## src/ps2_keyboard_command_responder_core_defines.svh

```systemverilog
// ---------------------------------------------------------------------------
// PS/2 keyboard command responder assertion macros
// Concurrent assertion wrappers that drop out when SYNTH is defined.
// ---------------------------------------------------------------------------
`ifndef PS2_KEYBOARD_COMMAND_RESPONDER_CORE_DEFINES_SVH
`define PS2_KEYBOARD_COMMAND_RESPONDER_CORE_DEFINES_SVH

`ifndef SYNTH
// Property that must hold at every clock edge outside reset.
`define KBDCR_ASSERT(label, prop) \
  label: assert property (@(posedge clk) disable iff (!rst_n) (prop)) \
    else $error("kbdcr assertion failed");
// Antecedent in one cycle implies consequent in the next cycle.
`define KBDCR_ASSERT_NEXT(label, ante, cons) \
  label: assert property (@(posedge clk) disable iff (!rst_n) (ante) |=> (cons)) \
    else $error("kbdcr assertion failed");
`else
`define KBDCR_ASSERT(label, prop)
`define KBDCR_ASSERT_NEXT(label, ante, cons)
`endif

`endif

```

## src/kbdcr_pkg.sv

```systemverilog
// ---------------------------------------------------------------------------
// PS/2 keyboard command responder package
// Command codes, response codes, receive phases and typematic tables.
// ---------------------------------------------------------------------------
package kbdcr_pkg;

  // Host command bytes.
  localparam logic [7:0] CMD_SET_LEDS     = 8'hED;
  localparam logic [7:0] CMD_ECHO         = 8'hEE;
  localparam logic [7:0] CMD_SCAN_SET     = 8'hF0;
  localparam logic [7:0] CMD_READ_ID      = 8'hF2;
  localparam logic [7:0] CMD_TYPEMATIC    = 8'hF3;
  localparam logic [7:0] CMD_ENABLE       = 8'hF4;
  localparam logic [7:0] CMD_DISABLE      = 8'hF5;
  localparam logic [7:0] CMD_DEFAULTS     = 8'hF6;
  localparam logic [7:0] CMD_ALL_TM       = 8'hF7;
  localparam logic [7:0] CMD_ALL_MB       = 8'hF8;
  localparam logic [7:0] CMD_ALL_MK       = 8'hF9;
  localparam logic [7:0] CMD_ALL_TMB      = 8'hFA;
  localparam logic [7:0] CMD_KEY_TM       = 8'hFB;
  localparam logic [7:0] CMD_KEY_MB       = 8'hFC;
  localparam logic [7:0] CMD_KEY_MK       = 8'hFD;
  localparam logic [7:0] CMD_RESEND       = 8'hFE;
  localparam logic [7:0] CMD_RESET        = 8'hFF;

  // Scan set argument that asks for the current set.
  localparam logic [7:0] SCAN_SET_QUERY   = 8'h00;

  // Typematic defaults and reset values.
  localparam logic [4:0] RATE_IDX_RESET   = 5'h08;
  localparam logic [4:0] RATE_IDX_DEFAULT = 5'h0B;
  localparam logic [1:0] DELAY_IDX_DEFLT  = 2'h1;

  // Response codes sent back to the host.
  typedef enum logic [2:0] {
    RSP_ACK   = 3'd0,
    RSP_ECHO  = 3'd1,
    RSP_ID    = 3'd2,
    RSP_BAT   = 3'd3,
    RSP_SET2  = 3'd4,
    RSP_ERROR = 3'd5
  } kbdcr_rsp_t;

  // Receive phase: what the next non-command byte means.
  typedef enum logic [2:0] {
    PH_IDLE    = 3'd0,
    PH_LEDS    = 3'd1,
    PH_SCANSET = 3'd2,
    PH_REPEAT  = 3'd3,
    PH_KEYLIST = 3'd4
  } kbdcr_phase_t;

  // Everything one host byte produces, held until all its beats are sent.
  typedef struct packed {
    kbdcr_rsp_t  code0;
    kbdcr_rsp_t  code1;
    logic        two;
    logic        led_valid;
    logic [7:0]  led_byte;
    logic [1:0]  delay_idx;
    logic [4:0]  rate_idx;
    logic        unlock;
  } kbdcr_rec_t;

  // Typematic delay in timer ticks.
  localparam logic [13:0] DELAY_TAB [4] = '{
    14'd3750, 14'd7500, 14'd11250, 14'd15000
  };

  // Magnitudes of the repeat periods in timer ticks.
  localparam logic [12:0] RATE_MAG [32] = '{
    13'd500,  13'd562,  13'd625,  13'd688,  13'd725,  13'd811,  13'd877,  13'd938,
    13'd1000, 13'd1128, 13'd1250, 13'd1376, 13'd1500, 13'd1630, 13'd1744, 13'd1875,
    13'd2000, 13'd2239, 13'd2500, 13'd2727, 13'd3000, 13'd3261, 13'd3488, 13'd3750,
    13'd4054, 13'd4545, 13'd5000, 13'd5556, 13'd6000, 13'd6522, 13'd7143, 13'd7500
  };

  function automatic logic [13:0] delay_ticks(input logic [1:0] idx);
    return DELAY_TAB[idx];
  endfunction

  // Repeat period as a negative tick count.
  function automatic logic signed [13:0] rate_ticks(input logic [4:0] idx);
    logic signed [13:0] mag;
    mag = $signed({1'b0, RATE_MAG[idx]});
    return -mag;
  endfunction

endpackage

```

## src/ps2_keyboard_command_responder_core.sv

```systemverilog
// ---------------------------------------------------------------------------
// PS/2 keyboard command responder
// Device-side decoder for host bytes on the keyboard port.
// ---------------------------------------------------------------------------
// Usage:
//   The input channel (in_valid, in_stall, in_host_byte) carries one host
//   byte per beat. The result channel (out_valid, out_stall, out_*) carries
//   one response code per beat; a byte produces one or two beats, and
//   out_last_response marks the final one. LED and typematic fields and
//   out_send_unlock are the same on both beats of one byte.
//   A byte is decoded in the cycle it is accepted and its results sit in a
//   two-entry result queue; its first beat is offered once the entry is
//   registered and at the head. A byte may be accepted in every cycle while
//   the queue has room, so the sustained rate is one byte per cycle for
//   single-beat responses while the receiver does not stall; two-beat ones
//   are bounded by the single output port. in_stall rises only when both
//   queue entries are occupied. When the receiver stalls, the head beat holds
//   and the queue fills. Reset empties the queue, returns the receive phase to
//   idle and loads rate index 8 and delay index 1.
// ---------------------------------------------------------------------------
`include "ps2_keyboard_command_responder_core_defines.svh"

module ps2_keyboard_command_responder_core (
  input  logic                     clk,
  input  logic                     rst_n,
  input  logic                     in_valid,
  output logic                     in_stall,
  input  logic [7:0]               in_host_byte,
  output logic                     out_valid,
  input  logic                     out_stall,
  output logic [2:0]               out_response_code,
  output logic                     out_last_response,
  output logic                     out_led_valid,
  output logic [7:0]               out_led_byte,
  output logic [13:0]              out_repeat_delay_ticks,
  output logic signed [13:0]       out_repeat_rate_ticks,
  output logic                     out_send_unlock
);
  import kbdcr_pkg::*;

  // Protocol state.
  kbdcr_phase_t phase_r, phase_nxt;
  logic [4:0]   rate_idx_r, rate_idx_nxt;
  logic [1:0]   delay_idx_r, delay_idx_nxt;

  // Result queue.
  kbdcr_rec_t   rec_r [2];
  kbdcr_rec_t   rec_nxt;
  logic         wr_ptr_r, rd_ptr_r, sub_r;
  logic [1:0]   count_r;
  logic         in_fire, out_fire, pop;
  kbdcr_rec_t   head;

  assign in_stall  = (count_r == 2'd2);
  assign in_fire   = in_valid && !in_stall;
  assign out_valid = (count_r != 2'd0);
  assign out_fire  = out_valid && !out_stall;
  assign head      = rec_r[rd_ptr_r];
  assign pop       = out_fire && (sub_r || !head.two);

  // Decode the host byte against the current phase.
  always_comb begin
    phase_nxt     = phase_r;
    rate_idx_nxt  = rate_idx_r;
    delay_idx_nxt = delay_idx_r;
    rec_nxt.code0     = RSP_ACK;
    rec_nxt.code1     = RSP_ACK;
    rec_nxt.two       = 1'b0;
    rec_nxt.led_valid = 1'b0;
    rec_nxt.led_byte  = 8'h00;
    unique case (in_host_byte) inside
      CMD_SET_LEDS: phase_nxt = PH_LEDS;
      CMD_ECHO: begin
        rec_nxt.code0 = RSP_ECHO;
        phase_nxt     = PH_IDLE;
      end
      CMD_SCAN_SET: phase_nxt = PH_SCANSET;
      CMD_READ_ID: begin
        rec_nxt.code1 = RSP_ID;
        rec_nxt.two   = 1'b1;
        phase_nxt     = PH_IDLE;
      end
      CMD_TYPEMATIC: phase_nxt = PH_REPEAT;
      CMD_ENABLE, CMD_ALL_TM, CMD_ALL_MB, CMD_ALL_MK, CMD_ALL_TMB: phase_nxt = PH_IDLE;
      CMD_DISABLE, CMD_DEFAULTS: begin
        rate_idx_nxt  = RATE_IDX_DEFAULT;
        delay_idx_nxt = DELAY_IDX_DEFLT;
        phase_nxt     = PH_IDLE;
      end
      CMD_KEY_TM, CMD_KEY_MB, CMD_KEY_MK: phase_nxt = PH_KEYLIST;
      CMD_RESEND: phase_nxt = phase_r;
      CMD_RESET: begin
        rate_idx_nxt  = RATE_IDX_DEFAULT;
        delay_idx_nxt = DELAY_IDX_DEFLT;
        rec_nxt.code1 = RSP_BAT;
        rec_nxt.two   = 1'b1;
        phase_nxt     = PH_IDLE;
      end
      default: begin
        // Argument byte for the pending phase.
        unique case (phase_r)
          PH_LEDS: begin
            rec_nxt.led_valid = 1'b1;
            rec_nxt.led_byte  = in_host_byte;
            phase_nxt         = PH_IDLE;
          end
          PH_REPEAT: begin
            rate_idx_nxt  = in_host_byte[4:0];
            delay_idx_nxt = in_host_byte[6:5];
            phase_nxt     = PH_IDLE;
          end
          PH_SCANSET: begin
            if (in_host_byte == SCAN_SET_QUERY) begin
              rec_nxt.code1 = RSP_SET2;
              rec_nxt.two   = 1'b1;
            end
            phase_nxt = PH_IDLE;
          end
          PH_KEYLIST: phase_nxt = PH_KEYLIST;
          default: begin
            rec_nxt.code0 = RSP_ERROR;
            phase_nxt     = PH_IDLE;
          end
        endcase
      end
    endcase
    rec_nxt.delay_idx = delay_idx_nxt;
    rec_nxt.rate_idx  = rate_idx_nxt;
    rec_nxt.unlock    = (phase_nxt == PH_IDLE);
  end

  // Protocol state registers.
  always_ff @(posedge clk) begin
    if (!rst_n) begin
      phase_r     <= PH_IDLE;
      rate_idx_r  <= RATE_IDX_RESET;
      delay_idx_r <= DELAY_IDX_DEFLT;
    end else if (in_fire) begin
      phase_r     <= phase_nxt;
      rate_idx_r  <= rate_idx_nxt;
      delay_idx_r <= delay_idx_nxt;
    end
  end

  // Queue payload storage.
  always_ff @(posedge clk) begin
    if (in_fire) begin
      rec_r[wr_ptr_r] <= rec_nxt;
    end
  end

  // Queue pointers, fill count and beat select within the head entry.
  always_ff @(posedge clk) begin
    if (!rst_n) begin
      wr_ptr_r <= 1'b0;
      rd_ptr_r <= 1'b0;
      sub_r    <= 1'b0;
      count_r  <= 2'd0;
    end else begin
      if (in_fire) begin
        wr_ptr_r <= ~wr_ptr_r;
      end
      if (pop) begin
        rd_ptr_r <= ~rd_ptr_r;
        sub_r    <= 1'b0;
      end else if (out_fire) begin
        sub_r    <= 1'b1;
      end
      case ({in_fire, pop})
        2'b10:   count_r <= count_r + 2'd1;
        2'b01:   count_r <= count_r - 2'd1;
        default: count_r <= count_r;
      endcase
    end
  end

  // Result beat drive.
  assign out_response_code      = sub_r ? head.code1 : head.code0;
  assign out_last_response      = sub_r || !head.two;
  assign out_led_valid          = head.led_valid;
  assign out_led_byte           = head.led_byte;
  assign out_repeat_delay_ticks = delay_ticks(head.delay_idx);
  assign out_repeat_rate_ticks  = rate_ticks(head.rate_idx);
  assign out_send_unlock        = head.unlock;

  // Checks.
  `KBDCR_ASSERT(a_count_bound, count_r != 2'd3)
  `KBDCR_ASSERT(a_sub_two, !sub_r || (out_valid && head.two))
  `KBDCR_ASSERT_NEXT(a_fill, in_fire && !pop, count_r == $past(count_r) + 2'd1)
  `KBDCR_ASSERT_NEXT(a_echo_idle, in_fire && in_host_byte == CMD_ECHO, phase_r == PH_IDLE)

endmodule

```

## config.mk

```make
export PLATFORM = sky130hd
export DESIGN_NAME = ps2_keyboard_command_responder_core
export DESIGN_NICKNAME = d
export VERILOG_FILES = /design/src/kbdcr_pkg.sv /design/src/ps2_keyboard_command_responder_core.sv
export VERILOG_INCLUDE_DIRS = /design/src /design/src/src
export SDC_FILE = /design/constraint.sdc
export NUM_CORES = 1
export LEC_CHECK = 0
export BUFFER_PORTS_ARGS = -buffer_cell sky130_fd_sc_hd__buf_2
export CORE_UTILIZATION = 41
export DETAILED_ROUTE_END_ITERATION = 16
export GPL_ROUTABILITY_DRIVEN = 0
export MAX_ROUTING_LAYER = met4
export PLACE_DENSITY = 0.57
export SYNTH_ARGS = -nofsm -noshare
export SYNTH_HDL_FRONTEND = slang
export SYNTH_SLANG_ARGS = --single-unit
```

## constraint.sdc

```tcl
create_clock -name clk -period 4.4 [get_ports clk]
set_clock_uncertainty 0.15 [all_clocks]
set_input_delay 0.22 -clock clk [delete_from_list [all_inputs] [get_ports clk]]
set_output_delay 0.22 -clock clk [all_outputs]
set_load 0.01 [all_outputs]
```

==> metrics.yaml, run 1 <==
ys_top_cells_by_count: "edfxtp_1, nor2_1, nand2_1"
synth_edf_count: 46
outcome: "finished, final reports clean"
drive_gt1_share_pct: 25.12
initial_utilization_pct: 42.50
coreArea_um2: 8763
seqPwrFrac_pct: 35.0
grt_setup_unrepaired: "no"
cts_setup_buffers: 0
cp.arrival_ps: 3510
synth.largest_area_cell: "edfxtp_1"
slowest_stage: "mux2i_1"
worst_pin_slew_ps: 950.8
crit_path_end_kind: "output port"
track_usage_pct: 18.71
ys_ff_latch: 62
ys_warn_count: 0
routed_via_density: 5.464
max_slew_margin_pct: 36.61
ys_top_cells_by_area: "edfxtp_1, dfxtp_1, mux2_2, nor2_1, o21ai_0"
path_cells: "mux2i_1 > ha_1 > or2b_1 > a32oi_1 > o221ai_1 > a22oi_1 > ha_1 > nand3b_1 > o21ba_1 > buf_2"
synth_cell_types: 69
clkPwrFrac_pct: 25.7
wirelength_mm: 8.288
p_per_area_nw_per_um2: 504.8
synth_area_um2: 3725
crit_type: "flop to output port"
antenna_found_initial: 0
numClockSinks: 62
setup_viol: 0
cts_root_buf: "clkbuf_8"
p_int_uw: 1373
drt_iter0_drc: 153
hold_violations: 0
std_cell_rows: 34
grt_pass1_vias: 2653
die_w_um: 97.32
ir_drop_mv: 0.2568
ys_async_sr_fraction_pct: 0
clock_latency_ps: 340
worst-path-max-fanout: 14
fmax_mhz: 257.8
ys_seq_area_share_pct: 45.68
port_buffers: 52
finalCriticalPeriod_ps: 3879
place.detailed.hpwl_mm: 5.870
postSynthCellCount: 372
ios: 56
drc_errors: 0
p_leak_uw: 0.001576
drv_cap: 0
insertedDiodeCount: 0
hold_buffers: 0
placed_cells: 510
grt_pass1_wl_mm: 13.76
die_h_um: 97.32
grt.overflow.total: 0
slew_violations: 0
numCtsBuffers: 9
drt_pass1_iterations: 5
synth_top_area_share_pct: 37.08
cts_max_level: 3
p_switching_uw: 757.2
crit_path_max_incr_delay_ps: 620
instances_no_fill: 526
antenna_left: 0
grt_max_degree: 29
hp-class: "input pin to flop"
clk_pin_slew_ps: 70
finalNetCount: 433
worst-endpoint-required_ps: 4030
cts_resized: 0
vias: 2874
period_share_pct: 88.17
area_growth_pct: 13.27
wl_per_cell_um: 15.76
start_kind: "flop"
combPwrFrac_pct: 39.3
die-area_um2: 9470
swShare_pct: 35.55
cts_max_path_buffers: 2
crit_path_frequent_cell: "ha_1"
avgSynthCellArea_um2: 10.01
cts_tree: "done"
fin_setup_tns_ps: 0
synth_ff_type: "edfxtp_1"
yosysMostFrequentCell: "edfxtp_1"
-- cell families (layout without fill, tap and decap cells) --
family / after synthesis / in the layout / share of synthesized area, %
AND/OR/NAND/NOR: 131 / 131 / 18.17
AO/OA/AOI/OAI: 86 / 86 / 16.29
flip-flops: 62 / 62 / 45.68
buffers and inverters: 47 / 92 / 6.281
multiplexers: 26 / 26 / 8.330
XOR/XNOR: 10 / 10 / 2.351
adder cells (fa/ha/maj): 8 / 8 / 2.687
other: 2 / 3 / 0.2016
-- layout by cell type (no fill, tap or decap), types with 3 or more instances in the layout --
cell,Yosys,final
inv_1,18,18
xor2_1,5,5
o22a_1,3,3
conb_1,2,3
mux2i_1,9,9
nor3_1,9,9
nand3_1,3,3
nor2_2,1,3
buf_2,7,52
o221ai_1,3,3
nand2b_1,5,5
clkbuf_8,0,9
nor2_1,36,34
a22oi_1,6,6
edfxtp_1,46,46
nor2b_1,13,13
xnor2_1,5,5
nand2_1,28,28
or3_1,3,3
dfxtp_1,16,15
o22ai_1,3,3
a31oi_1,4,4
nand3b_1,3,3
mux2_2,13,13
a21boi_0,6,6
a21oi_1,12,12
and2_1,15,15
buf_4,9,3
o211ai_1,3,3
o21ai_0,22,22
ha_1,8,8
-- per-layer routing --
metal	vias up	share of wire, %	global-route usage [%]
li1	1425	-	-
met1	1367	48	26.07
met2	75	47	27.46
met3	7	4.4	3.453
met4	0	1.0	6.448
met5	-	0	-
-- state kept, by name, indices dropped and copies added (netlist names), named ones only --
name / cells
rd_ptr_r: 1
count_r: 2
wr_ptr_r: 1
rec_r: 46
sub_r: 1
delay_idx_r: 2
phase_r: 3
rate_idx_r: 5
-- critical path, delay by kind of cell, from the launching register on --
family | cells | cell delay, ps
compound gates | 4 | 780
fa+ha+maj | 2 | 690
buf+inv | 1 | 130
flops | 1 | 570
mux | 1 | 620
simple gates | 2 | 380
-- final cells by class --
class | instances | area (um2)
clock buffer | 9 | 123.9
clock inverter | 7 | 97.59
fill | 837 | 4544
inverter | 21 | 78.83
multi-input combinational | 264 | 1798
sequential | 62 | 1703
tap | 108 | 135.1
timing repair buffer | 55 | 282.8
-- final timing paths --
kind,start,endpoint,slack [ps],cells after the start
worst max-delay path,flop,out_repeat_rate_ticks[8],520,10
worst min register to register,delay_idx_r[0],delay_idx_r[0],330,2
worst max register to register,count_r[0],rec_r[0][5],1810,5
worst min-delay path,rst_n,delay_idx_r[0],20,2
-- per-stage QoR --
step           utilization [%]  worst slack [ps]  area [um2]  hold WS, ps  power (uW)
6_report                 48.14             520.5        4219        23.72        2130
5_1_grt                  48.14             214.2        4219        42.01        2270
2_1_floorplan                -              1369        3729        198.2        1368
3_3_place_gp             45.62             994.5        3998        323.9        1595
3_5_place_dp             45.62             888.0        3998        318.5        1601
4_1_cts                  48.14             509.2        4219        17.07        2153
-- power by group through the flow --
stage	Sequential (uW)	Combinational, uW	Clock [uW]
global route	754	928	587
floorplan	733	635	0
detailed placement	761	841	0
CTS	748	845	560
finish	746	836	547
global placement	758	837	0
Note: power is estimated with default switching activity, not from simulation.
==> run 2: changes to the inputs <==
- PLACE_DENSITY: 0.57 -> 0.6
==> run 2 against run 1 <==
Register-to-register slack lost 240 ps. Critical path depth is 1 higher. Worst hold slack gained 5.8 ps. Final area is 0.42% lower. Wire length fell by 2.0%. Sequential power shrank 0.8%. Count of clock-buffer cells in the layout unchanged. Setup slack worse by 2.6 ps. Fmax hardly changed. Combinational power grew 1%. Clock power fell by 11%. Critical endpoint unchanged. Largest power group unchanged.
==> metrics.yaml, run 2 (synthesis results as in run 1) <==
path_cells: "mux2i_1 > inv_1 > ha_1 > mux2i_1 > nor2_1 > a221o_1 > o32ai_2 > ha_1 > nand3b_1 > o21ba_1 > buf_2"
outcome: "finished, final reports clean"
worst-endpoint-required_ps: 4030  # about the same
drt_pass1_iterations: 4  # -1
rr_worst_depth: 7  # +2
crit_path_max_incr_delay_ps: 610  # about the same
layout_common_cells: "buf_2, edfxtp_1, nor2_1"
insertedDiodeCount: 0  # unchanged
antenna_left: 0  # unchanged
cts_max_level: 3  # unchanged
port_buffers: 52  # unchanged
drive_gt1_share_pct: 25.06  # -0.060 points
vias: 2920  # +1.6%
grt_max_degree: 30  # +3.4%
rrSetupSlack_ps: 1570  # -240 ps
min_from: "out_stall"
p_per_area_nw_per_um2: 493.0  # -2.3%
area_growth_pct: 12.80
cts_resized: 0  # unchanged
grt.overflow.total: 0  # unchanged
slew_violations: 0  # unchanged
grt_pass1_wl_mm: 13.48  # -2.0%
drv_cap: 0  # unchanged
cts_max_path_buffers: 2  # unchanged
fillerInstances: 841  # +0.48%
p_leak_uw: 0.001574  # -0.13%
cts_root_buf: "clkbuf_8"
place.detailed.hpwl_mm: 5.732  # -2.4%
worst_pin_slew_ps: 840.2  # -110.6 ps
reg_top3: "rec_r (46), rate_idx_r (5), phase_r (3)"
wl_per_cell_um: 15.41  # -2.2%
fmax_mhz: 257.6  # about the same
period_share_pct: 88.23  # about the same
initial_utilization_pct: 42.50  # unchanged
mostFrequentLayoutCell: "buf_2"
die-area_um2: 9470  # unchanged
grt_pass1_vias: 2746  # +3.5%
multi_input_area_um2: 1798  # unchanged
drt_iter0_drc: 180  # +18%
hold_violations: 0  # unchanged
crit_path_end_kind: "output port"
grt_setup_unrepaired: "no"
hp-class: "input pin to flop"
ios: 56  # unchanged
routed_via_density: 5.541  # +1.4%
std_cell_rows: 34  # unchanged
hold_buffers: 0  # unchanged
register_area_um2: 1702  # about the same
cts_tree: "done"
drc_errors: 0  # unchanged
largest_reg_flops: 46  # unchanged
worst-path-max-fanout: 13  # -1
coreArea_um2: 8763  # unchanged
regMostFlops: "rec_r"
slowest_stage: "dfxtp_1"
crit_type: "flop to output port"
hold_ws_ps: 29.53  # +5.812 ps
r2r-end: "count_r[1]"
finalCriticalPeriod_ps: 3882  # +2.605 ps
antenna_found_initial: 0  # unchanged
numClockSinks: 62  # unchanged
start_kind: "flop"
wirelength_mm: 8.123  # -2.0%
ir_drop_mv: 0.2466  # -4.0%
setup_viol: 0  # unchanged
holdPathStages: 3  # +1
finalNetCount: 434  # +0.23%
fin_setup_tns_ps: 0  # unchanged
clk_pin_slew_ps: 70  # about the same
die_h_um: 97.32  # unchanged
numCtsBuffers: 9  # unchanged
max_slew_margin_pct: 42.54  # +5.9 points
cp.arrival_ps: 3510  # about the same
worstHoldEndpoint: "sub_r"
die_w_um: 97.32  # unchanged
clock_latency_ps: 330  # about the same
cts_setup_buffers: 0  # unchanged
track_usage_pct: 18.24  # -0.46 points
[run 2: cell types whose count changed in the layout (fill, tap and decap cells not counted), sizes merged]
cell      previous run  this run
clkinv               3         5
bufinv               2         1
clkinvlp             2         1
buf                 55        56
[run 2: per-layer routing]
metal	up-vias	part of all wire [%]	global-route usage [%]
li1	1428	-	-
met1	1394	47	23.83
met2	84	46	27.74
met3	14	5.0	3.957
met4	0	1.7	7.240
met5	-	0	-
[run 2: worst max path at each step]
stage          from                        to  slack, ps  depth (start not counted)
6_report       flop  out_repeat_rate_ticks[8]        520                         11
5_1_grt        flop  out_repeat_rate_ticks[8]        150                         11
4_1_cts        flop  out_repeat_rate_ticks[8]        510                         11
3_5_place_dp   flop  out_repeat_rate_ticks[8]        880                         11
3_3_place_gp   flop  out_repeat_rate_ticks[8]       1020                         11
2_1_floorplan  flop  out_repeat_rate_ticks[6]       1370                         10
[run 2: power by group]
part	switching [uW]	internal, uW	leakage (uW)
Clock	224	263	0.0000996
Sequential	43.9	696	0.000547
Combinational	486	359	0.000928
Total	754	1320	0.00157
[run 2: area by class of cell]
class                      count  share of cell area (%)
timing repair buffer          56                   6.909
clock inverter                 7                   1.757
multi-input combinational    264                   42.79
clock buffer                   9                   2.948
inverter                      21                   1.876
tap                          108                   3.216
sequential                    62                   40.50
[run 2: critical path, delay by kind of cell (launching register included)]
kind            cells  cell delay [ps]
fa+ha+maj           2              550
simple gates        2              180
compound gates      3              790
buf+inv             2              270
mux                 2              760
flops               1              610
[run 2: metrics by stage]
step                      total power, uW  utilization (%)  instance area, um2  setup WS (ps)  cells
after global placement               1592            45.69                4004           1022    511
final                                2071            47.94                4202          517.9    527
after global routing                 2209            47.94                4202          151.7    527
after CTS                            2089            47.94                4202          505.2    527
after floorplan                      1368                -                3729           1369    373
after detailed placement             1601            45.69                4004          880.7    511
